File: src/design/rct_pkg.sv
package rct_pkg;

    // limits on the element count and on one bulk length
    localparam int MAX_ELEMENTS = 256;
    localparam int MAX_BULK_LEN = 65535;

    // derived widths
    localparam int CNT_W = $clog2(MAX_ELEMENTS + 1);
    localparam int LEN_W = $clog2(MAX_BULK_LEN + 1);
    localparam int ACC_W = (CNT_W > LEN_W) ? CNT_W : LEN_W;

    // one input byte causes at most this many results
    localparam int MAX_RES = 3;
    localparam int RES_IDX_W = $clog2(MAX_RES);
    localparam int RES_CNT_W = $clog2(MAX_RES + 1);

    // characters
    localparam logic [7:0] CH_STAR   = 8'h2A;
    localparam logic [7:0] CH_DOLLAR = 8'h24;
    localparam logic [7:0] CH_CR     = 8'h0D;
    localparam logic [7:0] CH_LF     = 8'h0A;
    localparam logic [7:0] CH_TAB    = 8'h09;
    localparam logic [7:0] CH_SPACE  = 8'h20;
    localparam logic [7:0] CH_ZERO   = 8'h30;
    localparam logic [7:0] CH_NINE   = 8'h39;

    typedef enum logic [3:0] {
        PH_FIRST,
        PH_INLINE,
        PH_COUNT,
        PH_COUNT_LF,
        PH_DOLLAR,
        PH_LEN,
        PH_LEN_LF,
        PH_PAYLOAD,
        PH_SKIP,
        PH_DONE,
        PH_STOP
    } t_phase;

    typedef enum logic [1:0] {
        KIND_BYTE,
        KIND_END,
        KIND_FINISH
    } t_kind;

    typedef enum logic [1:0] {
        ST_OK,
        ST_STOP,
        ST_TRUNC
    } t_status;

    typedef struct packed {
        t_kind       kind;
        logic [7:0]  token_byte;
        logic [7:0]  token_index;
        t_status     status;
        logic [8:0]  token_count;
        logic        run_last;
    } t_result;

    typedef struct packed {
        logic [RES_CNT_W-1:0]      cnt;
        t_result [MAX_RES-1:0]     slot;
    } t_bundle;

    // build one result; token_count is only carried by a finish
    function automatic t_result mk_result(
        input t_kind            kind,
        input logic [7:0]       data,
        input logic [CNT_W-1:0] idx,
        input t_status          status
    );
        t_result r;
        r.kind        = kind;
        r.token_byte  = data;
        r.token_index = 8'(idx);
        r.status      = status;
        r.token_count = (kind == KIND_FINISH) ? 9'(idx) : 9'd0;
        r.run_last    = 1'b0;
        return r;
    endfunction

    // decimal accumulate with saturation
    function automatic logic [ACC_W-1:0] num_next(
        input logic [ACC_W-1:0] acc,
        input logic [7:0]       data,
        input logic [ACC_W-1:0] limit
    );
        logic [ACC_W+3:0] v;
        v = {acc, 3'b000} + {acc, 1'b0} + (ACC_W+4)'(data[3:0]);
        return (v > (ACC_W+4)'(limit)) ? limit : v[ACC_W-1:0];
    endfunction

endpackage

File: src/design/rct_if.sv
interface rct_in_if;
    logic       valid;
    logic       ready;
    logic [7:0] in_byte;
    logic       last_byte;

    modport source (output valid, output in_byte, output last_byte, input ready);
    modport sink   (input valid, input in_byte, input last_byte, output ready);
endinterface

interface rct_out_if;
    logic       valid;
    logic       ready;
    logic [1:0] kind;
    logic [7:0] token_byte;
    logic [7:0] token_index;
    logic [1:0] status;
    logic [8:0] token_count;
    logic       run_last;

    modport source (
        output valid, output kind, output token_byte, output token_index,
        output status, output token_count, output run_last, input ready
    );
    modport sink (
        input valid, input kind, input token_byte, input token_index,
        input status, input token_count, input run_last, output ready
    );
endinterface

File: src/design/rct_parser.sv
module rct_parser (
    input  logic                i_clk,
    input  logic                i_rst_n,
    input  logic                i_take,
    input  logic [7:0]          i_byte,
    input  logic                i_last,
    output rct_pkg::t_bundle    o_bundle
);

    rct_pkg::t_phase                r_phase, n_phase;
    logic                           r_in_tok, n_in_tok;
    logic [rct_pkg::ACC_W-1:0]      r_acc, n_acc;
    logic [rct_pkg::CNT_W-1:0]      r_elem, n_elem;
    logic [rct_pkg::LEN_W-1:0]      r_bytes, n_bytes;
    logic [rct_pkg::CNT_W-1:0]      r_idx, n_idx;
    logic [1:0]                     r_skip, n_skip;

    logic                           num_go, num_done, num_cont;
    logic [rct_pkg::ACC_W-1:0]      num_lim;
    rct_pkg::t_phase                num_base, num_lfp;
    logic                           do_inline, do_byte, do_end, ws, is_digit;
    logic [rct_pkg::RES_CNT_W-1:0]  cnt;
    rct_pkg::t_status               fin_status;
    rct_pkg::t_bundle               bnd;

    // one byte of parsing: next state and up to three results
    always_comb begin
        n_phase   = r_phase;
        n_in_tok  = r_in_tok;
        n_acc     = r_acc;
        n_elem    = r_elem;
        n_bytes   = r_bytes;
        n_idx     = r_idx;
        n_skip    = r_skip;
        num_go    = 1'b0;
        num_done  = 1'b0;
        num_cont  = 1'b1;
        num_lim   = rct_pkg::ACC_W'(rct_pkg::MAX_ELEMENTS);
        num_base  = rct_pkg::PH_COUNT;
        num_lfp   = rct_pkg::PH_COUNT_LF;
        do_inline = 1'b0;
        do_byte   = 1'b0;
        do_end    = 1'b0;
        cnt       = '0;
        bnd       = '0;
        fin_status = rct_pkg::ST_OK;
        ws = (i_byte == rct_pkg::CH_SPACE) ||
             ((i_byte >= rct_pkg::CH_TAB) && (i_byte <= rct_pkg::CH_CR));
        is_digit = (i_byte >= rct_pkg::CH_ZERO) && (i_byte <= rct_pkg::CH_NINE);

        unique case (r_phase)
            rct_pkg::PH_FIRST: begin
                if (i_byte == rct_pkg::CH_STAR) begin
                    n_acc   = '0;
                    n_phase = rct_pkg::PH_COUNT;
                end else begin
                    n_phase   = rct_pkg::PH_INLINE;
                    do_inline = 1'b1;
                end
            end
            rct_pkg::PH_INLINE: begin
                do_inline = 1'b1;
            end
            rct_pkg::PH_COUNT, rct_pkg::PH_COUNT_LF: begin
                num_go = 1'b1;
            end
            rct_pkg::PH_DOLLAR: begin
                if (i_byte == rct_pkg::CH_DOLLAR) begin
                    n_acc   = '0;
                    n_phase = rct_pkg::PH_LEN;
                end else begin
                    n_phase = rct_pkg::PH_STOP;
                end
            end
            rct_pkg::PH_LEN, rct_pkg::PH_LEN_LF: begin
                num_go   = 1'b1;
                num_lim  = rct_pkg::ACC_W'(rct_pkg::MAX_BULK_LEN);
                num_base = rct_pkg::PH_LEN;
                num_lfp  = rct_pkg::PH_LEN_LF;
            end
            rct_pkg::PH_PAYLOAD: begin
                do_byte = 1'b1;
                if (r_bytes != '0) begin
                    n_bytes = r_bytes - 1'b1;
                end
                if (n_bytes == '0) begin
                    do_end = 1'b1;
                end
            end
            rct_pkg::PH_SKIP: begin
                if (r_skip != 2'd0) begin
                    n_skip = r_skip - 2'd1;
                end
                if (n_skip == 2'd0) begin
                    n_phase = (r_elem != '0) ? rct_pkg::PH_DOLLAR : rct_pkg::PH_DONE;
                end
            end
            rct_pkg::PH_DONE: begin
            end
            default: begin
                n_phase = rct_pkg::PH_STOP;
            end
        endcase

        // decimal number ended by cr lf
        if (num_go) begin
            if (r_phase == num_lfp) begin
                if (i_byte == rct_pkg::CH_LF) begin
                    num_done = 1'b1;
                    num_cont = 1'b0;
                end else if (i_byte == rct_pkg::CH_CR) begin
                    num_cont = 1'b0;
                end else begin
                    n_phase = num_base;
                end
            end
            if (num_cont) begin
                if (i_byte == rct_pkg::CH_CR) begin
                    n_phase = num_lfp;
                end else if (is_digit) begin
                    n_acc = rct_pkg::num_next(r_acc, i_byte, num_lim);
                end
            end
            if (num_done) begin
                if (num_base == rct_pkg::PH_COUNT) begin
                    n_elem  = rct_pkg::CNT_W'(r_acc);
                    n_phase = (r_acc != '0) ? rct_pkg::PH_DOLLAR : rct_pkg::PH_DONE;
                end else begin
                    n_bytes = rct_pkg::LEN_W'(r_acc);
                    if (r_acc == '0) begin
                        do_end = 1'b1;
                    end else begin
                        n_phase = rct_pkg::PH_PAYLOAD;
                    end
                end
            end
        end

        // whitespace split
        if (do_inline) begin
            if (ws) begin
                if (n_in_tok) begin
                    bnd.slot[cnt[rct_pkg::RES_IDX_W-1:0]] = rct_pkg::mk_result(
                        rct_pkg::KIND_END, 8'd0, n_idx, rct_pkg::ST_OK);
                    cnt      = cnt + 1'b1;
                    n_in_tok = 1'b0;
                    n_idx    = n_idx + 1'b1;
                end
            end else if (!n_in_tok &&
                         (n_idx >= rct_pkg::CNT_W'(rct_pkg::MAX_ELEMENTS))) begin
                n_phase = rct_pkg::PH_STOP;
            end else begin
                n_in_tok = 1'b1;
                do_byte  = 1'b1;
            end
        end

        // token byte
        if (do_byte) begin
            bnd.slot[cnt[rct_pkg::RES_IDX_W-1:0]] = rct_pkg::mk_result(
                rct_pkg::KIND_BYTE, i_byte, n_idx, rct_pkg::ST_OK);
            cnt = cnt + 1'b1;
        end

        // end of a bulk token
        if (do_end) begin
            bnd.slot[cnt[rct_pkg::RES_IDX_W-1:0]] = rct_pkg::mk_result(
                rct_pkg::KIND_END, 8'd0, n_idx, rct_pkg::ST_OK);
            cnt   = cnt + 1'b1;
            n_idx = n_idx + 1'b1;
            if (n_elem != '0) begin
                n_elem = n_elem - 1'b1;
            end
            n_skip  = 2'd2;
            n_phase = rct_pkg::PH_SKIP;
        end

        // message close on the last byte
        if (i_last) begin
            if ((n_phase == rct_pkg::PH_INLINE) && n_in_tok) begin
                bnd.slot[cnt[rct_pkg::RES_IDX_W-1:0]] = rct_pkg::mk_result(
                    rct_pkg::KIND_END, 8'd0, n_idx, rct_pkg::ST_OK);
                cnt   = cnt + 1'b1;
                n_idx = n_idx + 1'b1;
            end
            unique case (n_phase)
                rct_pkg::PH_INLINE, rct_pkg::PH_DONE: fin_status = rct_pkg::ST_OK;
                rct_pkg::PH_PAYLOAD: fin_status = rct_pkg::ST_TRUNC;
                rct_pkg::PH_SKIP:
                    fin_status = (n_elem != '0) ? rct_pkg::ST_STOP : rct_pkg::ST_OK;
                default: fin_status = rct_pkg::ST_STOP;
            endcase
            bnd.slot[cnt[rct_pkg::RES_IDX_W-1:0]] = rct_pkg::mk_result(
                rct_pkg::KIND_FINISH, 8'd0, n_idx, fin_status);
            cnt      = cnt + 1'b1;
            n_phase  = rct_pkg::PH_FIRST;
            n_in_tok = 1'b0;
            n_acc    = '0;
            n_elem   = '0;
            n_bytes  = '0;
            n_idx    = '0;
            n_skip   = 2'd0;
        end

        // flag the last result of this byte
        if (cnt != '0) begin
            bnd.slot[rct_pkg::RES_IDX_W'(cnt - 1'b1)].run_last = 1'b1;
        end
        bnd.cnt = cnt;
    end

    assign o_bundle = bnd;

    // parser state
    always_ff @(posedge i_clk) begin
        if (!i_rst_n) begin
            r_phase  <= rct_pkg::PH_FIRST;
            r_in_tok <= 1'b0;
            r_acc    <= '0;
            r_elem   <= '0;
            r_bytes  <= '0;
            r_idx    <= '0;
            r_skip   <= 2'd0;
        end else if (i_take) begin
            r_phase  <= n_phase;
            r_in_tok <= n_in_tok;
            r_acc    <= n_acc;
            r_elem   <= n_elem;
            r_bytes  <= n_bytes;
            r_idx    <= n_idx;
            r_skip   <= n_skip;
        end
    end

endmodule

File: src/design/rct_outq.sv
module rct_outq (
    input  logic                i_clk,
    input  logic                i_rst_n,
    input  logic                i_load,
    input  rct_pkg::t_bundle    i_bundle,
    output logic                o_load_ok,
    input  logic                i_ready,
    output logic                o_valid,
    output rct_pkg::t_result    o_result
);

    rct_pkg::t_result [rct_pkg::MAX_RES-1:0]   r_slot;
    logic [rct_pkg::RES_CNT_W-1:0]              r_left;
    logic [rct_pkg::RES_IDX_W-1:0]              r_pos;
    logic                                       take;

    assign o_valid   = (r_left != '0);
    assign take      = o_valid && i_ready;
    assign o_result  = r_slot[r_pos];
    // a new bundle fits once the one held is empty or its last result leaves now
    assign o_load_ok = (r_left == '0) ||
                       ((r_left == rct_pkg::RES_CNT_W'(1)) && i_ready);

    // result payload
    always_ff @(posedge i_clk) begin
        if (i_load && (i_bundle.cnt != '0)) begin
            r_slot <= i_bundle.slot;
        end
    end

    // drain counter and read pointer
    always_ff @(posedge i_clk) begin
        if (!i_rst_n) begin
            r_left <= '0;
            r_pos  <= '0;
        end else if (i_load && (i_bundle.cnt != '0)) begin
            r_left <= i_bundle.cnt;
            r_pos  <= '0;
        end else if (take) begin
            r_left <= r_left - 1'b1;
            r_pos  <= r_pos + 1'b1;
        end
    end

endmodule

File: src/design/resp_command_tokenizer_core.sv
// Command tokenizer: takes one message byte per request and flags the final
// one with last_byte. A message starting with '*' is parsed as an array of
// bulk strings, anything else is split at whitespace. Each request yields
// zero to three results (token byte, token end, message finished), carried
// out one per cycle, while the sink is ready, from a three-entry result
// register. A new byte is taken every cycle as long as each byte gives at
// most one result and the sink is ready; a byte that gives two or three
// results holds the input while the result register drains. The first
// result of an accepted byte is shown in the cycle after it is taken.
// Element counts saturate at 256 and bulk lengths at 65535.
module resp_command_tokenizer_core (
    input  logic        i_clk,
    input  logic        i_rst_n,
    rct_in_if.sink      i_in,
    rct_out_if.source   o_out
);

    logic               accept;
    logic               load_ok;
    rct_pkg::t_bundle   bundle;
    rct_pkg::t_result   result;

    assign accept     = i_in.valid && load_ok;
    assign i_in.ready = load_ok;

    // byte parser and state
    rct_parser u_parser (
        .i_clk    (i_clk),
        .i_rst_n  (i_rst_n),
        .i_take   (accept),
        .i_byte   (i_in.in_byte),
        .i_last   (i_in.last_byte),
        .o_bundle (bundle)
    );

    // result register and serializer
    rct_outq u_outq (
        .i_clk     (i_clk),
        .i_rst_n   (i_rst_n),
        .i_load    (accept),
        .i_bundle  (bundle),
        .o_load_ok (load_ok),
        .i_ready   (o_out.ready),
        .o_valid   (o_out.valid),
        .o_result  (result)
    );

    assign o_out.kind        = result.kind;
    assign o_out.token_byte  = result.token_byte;
    assign o_out.token_index = result.token_index;
    assign o_out.status      = result.status;
    assign o_out.token_count = result.token_count;
    assign o_out.run_last    = result.run_last;

endmodule

File: src/flat_wrapper.sv
// flat-port wrapper written by rule: the top's interface ports become plain ports
module resp_command_tokenizer_core_flat 
  (i_clk, i_rst_n, i_in_valid, i_in_in_byte, i_in_last_byte, i_in_ready, o_out_valid, o_out_kind, o_out_token_byte, o_out_token_index, o_out_status, o_out_token_count, o_out_run_last, o_out_ready);
  rct_in_if i_in_i ();
  rct_out_if o_out_i ();
  input  logic i_clk;
  input  logic i_rst_n;
  input wire logic [$bits(i_in_i.valid)-1:0] i_in_valid;
  input wire logic [$bits(i_in_i.in_byte)-1:0] i_in_in_byte;
  input wire logic [$bits(i_in_i.last_byte)-1:0] i_in_last_byte;
  output wire logic [$bits(i_in_i.ready)-1:0] i_in_ready;
  output wire logic [$bits(o_out_i.valid)-1:0] o_out_valid;
  output wire logic [$bits(o_out_i.kind)-1:0] o_out_kind;
  output wire logic [$bits(o_out_i.token_byte)-1:0] o_out_token_byte;
  output wire logic [$bits(o_out_i.token_index)-1:0] o_out_token_index;
  output wire logic [$bits(o_out_i.status)-1:0] o_out_status;
  output wire logic [$bits(o_out_i.token_count)-1:0] o_out_token_count;
  output wire logic [$bits(o_out_i.run_last)-1:0] o_out_run_last;
  input wire logic [$bits(o_out_i.ready)-1:0] o_out_ready;
  assign i_in_i.valid = i_in_valid;
  assign i_in_i.in_byte = i_in_in_byte;
  assign i_in_i.last_byte = i_in_last_byte;
  assign i_in_ready = i_in_i.ready;
  assign o_out_valid = o_out_i.valid;
  assign o_out_kind = o_out_i.kind;
  assign o_out_token_byte = o_out_i.token_byte;
  assign o_out_token_index = o_out_i.token_index;
  assign o_out_status = o_out_i.status;
  assign o_out_token_count = o_out_i.token_count;
  assign o_out_run_last = o_out_i.run_last;
  assign o_out_i.ready = o_out_ready;
  resp_command_tokenizer_core u_core (.i_clk(i_clk), .i_rst_n(i_rst_n), .i_in(i_in_i), .o_out(o_out_i));
endmodule
File: config.mk
export PLATFORM = sky130hd
export DESIGN_NAME = resp_command_tokenizer_core_flat
export DESIGN_NICKNAME = d
export VERILOG_FILES = /design/src/design/rct_pkg.sv /design/src/design/rct_if.sv /design/src/design/rct_parser.sv /design/src/design/rct_outq.sv /design/src/design/resp_command_tokenizer_core.sv /design/src/flat_wrapper.sv
export SDC_FILE = /design/constraint.sdc
export NUM_CORES = 1
export LEC_CHECK = 0
export BUFFER_PORTS_ARGS = -buffer_cell sky130_fd_sc_hd__buf_2
export CAP_MARGIN = 20
export CORE_UTILIZATION = 63
export DETAILED_ROUTE_END_ITERATION = 8
export GPL_TIMING_DRIVEN = 0
export PLACE_DENSITY_LB_ADDON = 0.2
export SLEW_MARGIN = 30
export SYNTH_ARGS = -nofsm -noshare
export SYNTH_HDL_FRONTEND = slang
export SYNTH_SLANG_ARGS = --single-unit
File: constraint.sdc
create_clock -name i_clk -period 11.04 [get_ports i_clk]
set_clock_uncertainty 0.05 [all_clocks]
set_input_delay 0 -clock i_clk [delete_from_list [all_inputs] [get_ports i_clk]]
set_output_delay 0 -clock i_clk [all_outputs]
set_load 0.02 [all_outputs]
======== Word level (Yosys, flattened, before mapping) ========
Index checks and enable logic that the tools add are counted.
Widths: inputs -> output; s select.
cells by class
  reductions and logical operators ........ 37
  bitwise gates (word level) .............. 1
  equal/unequal tests ..................... 21
  muxes and demuxes ....................... 120
  add/subtract/negate cells ............... 15
  $lt $le $gt $ge ......................... 17
operators with widths
  cell                 number
  $mux 90              6
  $bwmux 90            5
  $demux 30 s2         5
  $mux 16              16
  $mux 30              5
  $mux 9               13
  $mux 29              3
  $mux 4               18
  $bmux 30 s2          1
  $logic_not 16->1     2
  $pmux 16 s2          1
  $reduce_bool 16->1   2
  $mux 1               28
  $mux 2               14
  $add 9x1->9 const B  3
  $reduce_bool 9->1    3
  $eq 8x6->1 const B   3
  $add 19x17->20       1
  $add 20x4->20        1
  $eq 4x3->1 const B   5
  $gt 20x16->1         1
  $lt 2x3->1 const B   6
  $eq 4x4->1 const B   4
  $eq 8x4->1 const B   2
  30 further kinds     63
word-level totals
  bits in registers ....................... 151
  logic and storage cells ................. 238
  output and inout bits ................... 32
  bits of input ports ..................... 13

======== Longest topological paths before layout ========
Gate-level depths: netlist (run 1).
  word-level depth ........................ 32
  mapped depth ............................ 23
  depth with buffers taken out ............ 22

======== Hierarchy ========
Synthesis (run 1) repeated with hierarchy kept, for this count alone.
unflattened totals
  cell total of the unflattened synthesis .. 1220
  area total of the unflattened synthesis .. 10913.0 um^2
by module, submodules not included
  module                       area each (um^2)  cells an instance  instances
  rct_parser                   7263.2            1001               1
  rct_outq                     3643.5            218                1
  resp_command_tokenizer_core  6.3               1                  1

======== Worst setup path before layout (run 1) ========
OpenSTA, ideal clock, no wires.
  kind .................................... register -> register
  start point ............................. register u_core.u_parser.r_bytes[0] (netlist name)
  end point ............................... register u_core.u_outq.r_slot[0] (netlist name) (enable)
  cell stages (with the launch flop) ...... 20
  path buffers ............................ 2
  path slack .............................. 2.615 ns
  data arrival time ....................... 7.822 ns
  cells stage by stage .................... dfxtp_1 > inv_1 > ha_1 > nor3b_1 > clkbuf_1 > and3_1 > o221ai_1 > a2111oi_0 > and4_1 > or2_2 > clkbuf_1 > nand2_1 > o21ai_0 > ha_1 > nor2_1 > o21bai_1 > inv_1 > ha_1 > mux2_2 > a21oi_1
between the ends
  word-level cells in the longest chain between the ends .. 19
  elaborated cells on any way between the ends .. 22
  classes of those cells .................. add/sub (3); eq/ne (1); mux (13); reduce/logical (5)
RTL lines
  element                                                     line                                text
  start: declaration                                          rct_parser.sv:14                    logic [rct_pkg::LEN_W-1:0] r_bytes, n_bytes;
  start signal: assignment                                    rct_parser.sv:229                   r_bytes <= n_bytes;
  $sub 16x1->16 / $reduce_bool 16->1 (equally long branches)  rct_parser.sv:84, rct_parser.sv:83
  $mux 16 (*)                                                 rct_parser.sv:83                    if (r_bytes != '0) begin
  $mux 16 (*)                                                 rct_parser.sv:51                    unique case (r_phase)
  $logic_not 16->1 (*)                                        rct_parser.sv:86                    if (n_bytes == '0) begin
  $mux 1 (*)                                                  rct_parser.sv:86
  $mux 1 (*)                                                  rct_parser.sv:51
  $mux 1                                                      rct_parser.sv:130                   if (r_acc == '0) begin
  $mux 1                                                      rct_parser.sv:125                   if (num_base == rct_pkg::PH_COUNT) begin
  [3 not listed]                                              n/a
  $eq 4x1->1                                                  rct_parser.sv:180                   if ((n_phase == rct_pkg::PH_INLINE) && n_in_tok) begin
  $logic_and 1x1->1                                           rct_parser.sv:180
  $mux 2                                                      rct_parser.sv:180
  $mux 2                                                      rct_parser.sv:179                   if (i_last) begin
  $add 2x1->2                                                 rct_parser.sv:195                   cnt = cnt + 1'b1;
  $mux 2 (*)                                                  rct_parser.sv:179
  $reduce_bool 2->1 (*)                                       rct_outq.sv:26                      if (i_load && (i_bundle.cnt != '0)) begin
  $logic_and 1x1->1 (*)                                       rct_outq.sv:26
  end signal: assignment                                      rct_outq.sv:27                      r_slot <= i_bundle.slot;
  end: declaration                                            rct_outq.sv:12                      rct_pkg::t_result [rct_pkg::MAX_RES-1:0] r_slot;
Every way passes the cells marked *; elsewhere a longest branch is shown, timed or not. The select of a mux whose other input is x is not followed.
A chain may end at the register's enable or synchronous reset.

======== Worst setup path in the final report (run 1) ========
  start point ............................. register u_core.u_parser.r_acc[0] (netlist name)
  end point ............................... register u_core.u_parser.r_acc[13] (netlist name)
between the ends
  word-level cells in the longest chain between the ends .. 9
RTL lines
  element                   line               text
  start: declaration        rct_parser.sv:12   logic [rct_pkg::ACC_W-1:0] r_acc, n_acc;
  start signal: assignment  rct_parser.sv:227  r_acc <= n_acc;
  $add 19x17->20 (*)        rct_pkg.sv:91      v = {acc, 3'b000} + {acc, 1'b0} + (ACC_W+4)'(data[3:0]);
  $add 20x4->20 (*)         rct_pkg.sv:91
  $gt 20x16->1              rct_pkg.sv:92      return (v > (ACC_W+4)'(limit)) ? limit : v[ACC_W-1:0];
  $mux 16 (*)               rct_pkg.sv:92
  $mux 16 (*)               rct_parser.sv:120  end else if (is_digit) begin
  $mux 16 (*)               rct_parser.sv:118  if (i_byte == rct_pkg::CH_CR) begin
  $mux 16 (*)               rct_parser.sv:117  if (num_cont) begin
  $mux 16 (*)               rct_parser.sv:106  if (num_go) begin
  $mux 16 (*)               rct_parser.sv:179
Every way passes the cells marked *; elsewhere a longest branch is shown, timed or not.

==> flow_metrics.py, run 1 <==
metrics = {
    "run_status": {
        "status": "finished clean",
    },
    "clocking": {
        "cts_htree_levels": 4,
        "cts_buffer_depth": 2,
        "root_buffer": "clkbuf_16",
        "cts_num_sinks": 143,
        "cts_setup_buffers": 0,
        "cts_tree": "done",
        "clock_latency_ns": 0.44,
        "numCtsBuffers": 17,
        "clk_pin_slew_worst_paths_ns": 0.07,
    },
    "power": {
        "power.total_mw": 1.62,
        "p_leak_nw": 4.53,
        "powerDensity_nw_per_um2": 136,
        "ir_drop_mv": 0.102,
    },
    "floorplanning": {
        "initial_core_util_pct": 64.3,
        "core_area_um2": 16500,
        "fp.dieW_um": 132,
        "die_h_um": 132,
        "io_pins": 45,
        "rows": 47,
        "die-area_um2": 17400,
    },
    "layout": {
        "diodes": 0,
        "design_area_um2": 11900,
        "layout_common_cells": "nand2_1, nor2_1, o21ai_0, edfxtp_1, ha_1",
        "syn_to_final_growth_pct": 12.1,
        "fin_cells": 1570,
        "nets": 1417,
        "layout_commonest_cell": "nand2_1",
        "drive_gt1_share_pct": 8.37,
        "nFillCells": 1328,
    },
    "synthesis": {
        "syn_inst": 1256,
        "synth_xor_area_share_pct": 4.34,
        "ys_seq_elements": 143,
        "synth_async_sr_flop_share_pct": 0,
        "synth_top_family_by_area": "simple AND/OR/NAND/NOR gates",
        "yosysUniqueCellTypes": 78,
        "synth_compound_area_share_pct": 20.8,
        "synthSimpleGateAreaFrac_pct": 23.5,
        "syn_avg_cell_area_um2": 8.45,
        "synth_fa_ha_area_share_pct": 8.11,
        "synth_warnings": 0,
        "synth_edf_count": 82,
        "synth_mux_area_share_pct": 4.96,
        "syn-cell-area_um2": 10600,
        "ys_seq_area_share_pct": 34.7,
        "ys.flop_type": "edfxtp_1",
    },
    "place": {
        "placed_area_um2": 11200,
        "dp_hpwl_um": 22300,
        "dp.cells": 1530,
        "io_buffers": 43,
        "gp_congestion": 0.985,
    },
    "run": {
        "cap_violations": 0,
    },
    "critical_path": {
        "crit_required_ns": 11.32,
        "crit_path_start_kind": "register",
        "critPathMaxFanout": 10,
        "r2r_slack_ns": 5.03,
        "cp-startpoint": "u_core.u_parser.r_acc[0]",
        "end_kind": "register",
        "rr_endpoint": "u_core.u_parser.r_acc[13]",
        "crit_path_end": "u_core.u_parser.r_acc[13]",
        "rr_worst_depth": 19,
        "worstSetupPathType": "reg -> reg",
        "cp.arrival_ns": 6.29,
        "r2r-start": "u_core.u_parser.r_acc[0]",
    },
    "detailed_routing": {
        "first_pass_iters": 7,
        "wl_met3_um": 1930,
        "drt_iter0_drc": 1027,
        "drc": 0,
        "vias": 10008,
        "vias_per_cell": 6.37,
        "wl_um": 30200,
        "met2_length_um": 14800,
        "wl_per_cell_um": 19.3,
        "ant_nets": 0,
        "drt-met1-wl_um": 12300,
        "top_layer": "met4",
    },
    "timing": {
        "post-route-period-util_pct": 54.5,
        "setup_viol": 0,
        "fmax_ghz": 0.166,
        "min_period_ns": 6.01,
        "finalMaxSlewViolations": 0,
        "hold_slack_ns": 0.0809,
        "slew_headroom_pct": 29.5,
        "rsz0062_at_grt": "no",
        "hold_viol_final": 0,
        "worst_pin_slew_ns": 1.05,
        "fin_tns_setup_ns": 0,
    },
    "min_path": {
        "min_path_type": "in -> reg",
    },
    "global_route": {
        "antenna_found_initial": 0,
        "grt_overflow": 0,
        "grt.total_usage_pct": 35.6,
        "grt_pass1_vias": 9538,
        "grt_pass1_wl_um": 49100,
        "grt_max_degree": 24,
    },
}
[worst max-delay path, cell delays in order, from the launching register on]
cell and delay (ns):
dfxtp_1 0.59, fa_1 0.52, ha_1 0.32, a211oi_1 0.38, o21ai_0 0.19, a2111oi_0 0.73
o21bai_1 0.17, a21oi_1 0.21, xor2_1 0.15, inv_1 0.08, ha_1 0.29, nand4_1 0.13
nor4_1 0.26, a32o_1 0.21, a31oi_1 0.07, nor4_2 0.83, nor2_1 0.11, clkbuf_1 0.27
o211ai_1 0.24, a21boi_0 0.10
[synthesized netlist by cell type (6+ instances only)]
| library cell | n | area, um2 |
|---|---|---|
| xnor2_1 | 28 | 245 |
| nand3_1 | 28 | 140 |
| or3_1 | 8 | 50.1 |
| or2_2 | 6 | 37.5 |
| edfxtp_1 | 82 | 2460 |
| nor4_1 | 14 | 87.6 |
| nor3b_1 | 6 | 45.0 |
| nand4_1 | 17 | 106 |
| inv_1 | 38 | 143 |
| a22oi_1 | 28 | 210 |
| nor2_1 | 135 | 507 |
| clkbuf_1 | 55 | 206 |
| or4_1 | 7 | 52.6 |
| a211oi_1 | 9 | 67.6 |
| a31oi_1 | 8 | 50.1 |
| nand2_1 | 136 | 510 |
| o21ai_0 | 101 | 505 |
| a21boi_0 | 12 | 90.1 |
| o22ai_1 | 10 | 62.6 |
| ha_1 | 64 | 801 |
| nor3_1 | 31 | 155 |
| o211ai_1 | 13 | 97.6 |
| nand2b_1 | 16 | 100 |
| mux2i_1 | 47 | 470 |
| o21a_1 | 9 | 67.6 |
| nor2b_1 | 38 | 238 |
| a21o_1 | 18 | 135 |
| a221o_1 | 6 | 60.1 |
| xor2_1 | 19 | 166 |
| a21oi_1 | 58 | 290 |
| and2_1 | 38 | 238 |
| dfxtp_1 | 61 | 1220 |
| a211o_1 | 7 | 61.3 |
| and3_1 | 9 | 56.3 |
[worst min-delay path by stage]
stage                         start  depth (start not counted)  slack [ns]                       end
finish                  o_out_ready                          5        0.08    u_core.u_outq.r_pos[0]
global route            o_out_ready                          5        0.11    u_core.u_outq.r_pos[0]
CTS                         i_rst_n                          4        0.06  u_core.u_parser.r_acc[5]
detailed placement  i_in_in_byte[7]                          2        0.27  u_core.u_outq.r_slot[27]
global placement    i_in_in_byte[7]                          2        0.27  u_core.u_outq.r_slot[27]
floorplan           i_in_in_byte[0]                          2        0.13  u_core.u_parser.r_acc[0]
[through the flow]
step / utilization, % / setup slack, ns
floorplan: - / 2.62
global placement: 67.4 / 0.551
detailed placement: 67.9 / 5.13
CTS: 72.0 / 5.11
global route: 72.0 / 4.53
finish: 72.0 / 5.03
[cell families (layout without fill, tap and decap cells)]
group	count (synthesis)	after routing
mux	52	52
other cells	1	8
fa+ha+maj	67	67
simple gates	507	507
flops	143	143
buf+inv	100	187
xor+xnor	50	50
compound gates	336	336
[sequential cells by signal, indices dropped and copies added (netlist names)]
register	cells
u_core.u_outq.r_pos	2
u_core.u_parser.r_skip	2
u_core.u_parser.r_idx	9
u_core.u_parser.r_in_tok	1
u_core.u_parser.r_phase	4
u_core.u_parser.r_acc	16
u_core.u_parser.r_bytes	16
u_core.u_parser.r_elem	9
u_core.u_outq.r_slot	82
u_core.u_outq.r_left	2
[routing by layer]
metal  track usage [%]  vias to the layer above
met5                 0                        -
met4              17.6                        0
met3              4.96                       95
met2              61.9                      481
met1              43.4                     4667
li1                  -                     4765
[repair_timing]
item                      4_1_cts  5_1_grt
hold endpoints to repair        9        0
hold buffers                    8        0
resized for setup               0        0
[cell type report]
type	instances	area, um2	share of cell area (%)
flip-flops and latches	143	3680	30.9
plain buffers	61	231	1.94
inverters	39	146	1.23
well taps	220	275	2.31
clock buffers	17	425	3.57
multi-input cells	1020	6600	55.5
repair buffers	55	368	3.09
clock inverters	15	170	1.43
[where the power goes]
part	internal, mW	switching, mW	total [mW]
Clock	0.323	0.261	0.584
Combinational	0.115	0.248	0.363
Sequential	0.653	0.0226	0.675
Power figures use the tool's default switching activity.
==> inputs of run 2 (changes only) <==
==> constraint.sdc (replaced) <==
create_clock -name i_clk -period 6.05 [get_ports i_clk]
set_clock_uncertainty 0.05 [all_clocks]
set_input_delay 0 -clock i_clk [delete_from_list [all_inputs] [get_ports i_clk]]
set_output_delay 0 -clock i_clk [all_outputs]
set_load 0.02 [all_outputs]
==> run 2 against run 1 <==
Global-route usage shrank 0.096 points. Flip-flop and latch count unchanged. First-iteration DRC count fell by 5.5%. Count of clock-buffer cells in the layout rose by 2. Largest cell class unchanged. Non-clock buffer count increased by 1. Sequential power increased by 82%. Critical path depth grew 4. Final area increased by 0.39%.
==> flow_metrics.py, run 2 (same netlist as run 1, synthesis figures left out) <==
metrics = {
    "run_status": {
        "status": "finished clean",
    },
    "critical_path": {
        "end_kind": "register",
        "critPathMaxFanout": 23,
        "worstSetupPathType": "in -> reg",
        "cp-startpoint": "i_in_in_byte[4]",
        "crit_path_start_kind": "input pin",
        "crit_required_ns": 6.14,
        "cp.arrival_ns": 5.85,
        "r2r-start": "u_core.u_parser.r_phase[1]",
    },
    "layout": {
        "diodes": 0,
        "regMostFlops": "u_core.u_outq.r_slot",
        "largest_reg_flops": 82,
        "nets": 1418,
        "drive_gt1_share_pct": 8.66,
        "reg.largest.list": "u_core.u_outq.r_slot (82), u_core.u_parser.r_acc (16), u_core.u_parser.r_bytes (16)",
        "layout_commonest_cell": "nand2_1",
        "syn_to_final_growth_pct": 12.5,
        "layout_common_cells": "nand2_1, nor2_1, o21ai_0, edfxtp_1, ha_1",
    },
    "place": {
        "gp_congestion": 0.984,
        "dpl_worst_slack_ns": 0.106,
        "io_buffers": 43,
        "dp_hpwl_um": 22800,
    },
    "clocking": {
        "cts_htree_levels": 4,
        "clock_latency_ns": 0.43,
        "cts_tree": "done",
        "cts_buffer_depth": 2,
        "root_buffer": "clkbuf_16",
        "clk_pin_slew_worst_paths_ns": 0.06,
        "numCtsBuffers": 17,
        "cts_num_sinks": 143,
    },
    "detailed_routing": {
        "wl_um": 30600,
        "first_pass_iters": 5,
        "vias_per_cell": 6.43,
        "drt_iter0_drc": 971,
        "drc": 0,
        "wl_per_cell_um": 19.5,
        "ant_nets": 0,
        "vias": 10109,
    },
    "timing": {
        "fin_tns_setup_ns": 0,
        "finalMaxSlewViolations": 0,
        "fmax_ghz": 0.174,
        "min_period_ns": 5.76,
        "rsz0062_at_grt": "no",
        "setup_viol": 0,
        "worst_pin_slew_ns": 0.895,
        "slew_headroom_pct": 39.8,
        "fin_ws_ns": 0.290,
        "hold_slack_ns": 0.0866,
        "post-route-period-util_pct": 95.2,
        "hold_viol_final": 0,
    },
    "floorplanning": {
        "initial_core_util_pct": 64.3,
        "die-area_um2": 17400,
        "io_pins": 45,
        "rows": 47,
        "die_h_um": 132,
        "fp.dieW_um": 132,
        "core_area_um2": 16500,
    },
    "global_route": {
        "antenna_found_initial": 0,
        "grt_pass1_vias": 9372,
        "grt_max_degree": 24,
        "grt.total_usage_pct": 35.5,
        "grt_pass1_wl_um": 49000,
        "grt_overflow": 0,
    },
    "power": {
        "p_leak_nw": 4.54,
        "ir_drop_mv": 0.199,
        "powerDensity_nw_per_um2": 247,
    },
    "run": {
        "cap_violations": 0,
    },
    "min_path": {
        "min_path_type": "in -> reg",
        "hold_path.startpoint": "i_rst_n",
    },
}
[run 2: power breakdown]
part	total [mW]	internal, mW	switching [mW]
logic	0.689	0.228	0.461
clock network	1.03	0.584	0.448
registers	1.23	1.19	0.0389
total	2.95	2.00	0.948
[run 2: worst paths after layout]
kind                            cells past startpoint                   endpoint  slack [ns]
worst max-delay path                               23   u_core.u_outq.r_slot[17]        0.29
worst min-delay path                                4   u_core.u_parser.r_acc[4]        0.09
worst max register to register                     18   u_core.u_outq.r_slot[17]        0.39
worst min register to register                      2  u_core.u_parser.r_skip[0]        0.45
[run 2: worst max-delay path, stage by stage]
cell and delay, ns:
dlygate4sd3_1 0.53, buf_2 0.14, or3_1 0.36, clkbuf_2 0.16, or3_1 0.42, o21ai_0 0.44, nor2_1 0.19, o21ai_1 0.39
nand2_1 0.32, inv_1 0.17, ha_1 0.18, nand2_1 0.09, o21ai_1 0.22, ha_1 0.30, nor2_1 0.09, o21bai_1 0.15
inv_1 0.10, ha_1 0.28, mux2_2 0.36, a21oi_4 0.39, buf_16 0.22, buf_16 0.18, buf_16 0.18
[run 2: final cells by class]
| type | instances | area [um2] |
|---|---|---|
| Buffer | 60 | 230 |
| Inverter | 39 | 146 |
| Tap cell | 220 | 275 |
| Fill cell | 1269 | 4580 |
| Sequential cell | 143 | 3680 |
| Timing Repair Buffer | 57 | 420 |
| Multi-Input combinational cell | 1020 | 6620 |
| Clock buffer | 19 | 443 |
| Clock inverter | 13 | 131 |
[run 2: routing by layer]
layer	global-route usage [%]	vias to the layer above	wire length [um]
met4	18.5	0	1360
met2	60.6	477	14700
met1	43.3	4760	12300
met3	5.69	100	2200
li1	-	4772	-
met5	0	-	0
[run 2: timing repair]
action | CTS | global route
endpoints found under the hold margin | 9 | 0
resized for setup | 0 | 7
endpoints found under the setup margin | 0 | 102
buffers inserted | 0 | 2
hold buffers | 8 | 0
[run 2: metrics by stage]
stage	power, mW	instance area (um2)	utilization (%)	std cells
2_1_floorplan	1.66	10700	-	1263
3_3_place_gp	1.86	11100	67.4	1526
3_5_place_dp	1.93	11300	68.1	1530
4_1_cts	2.94	11900	72.1	1570
5_1_grt	3.05	11900	72.3	1571
6_report	2.95	11900	72.3	1571
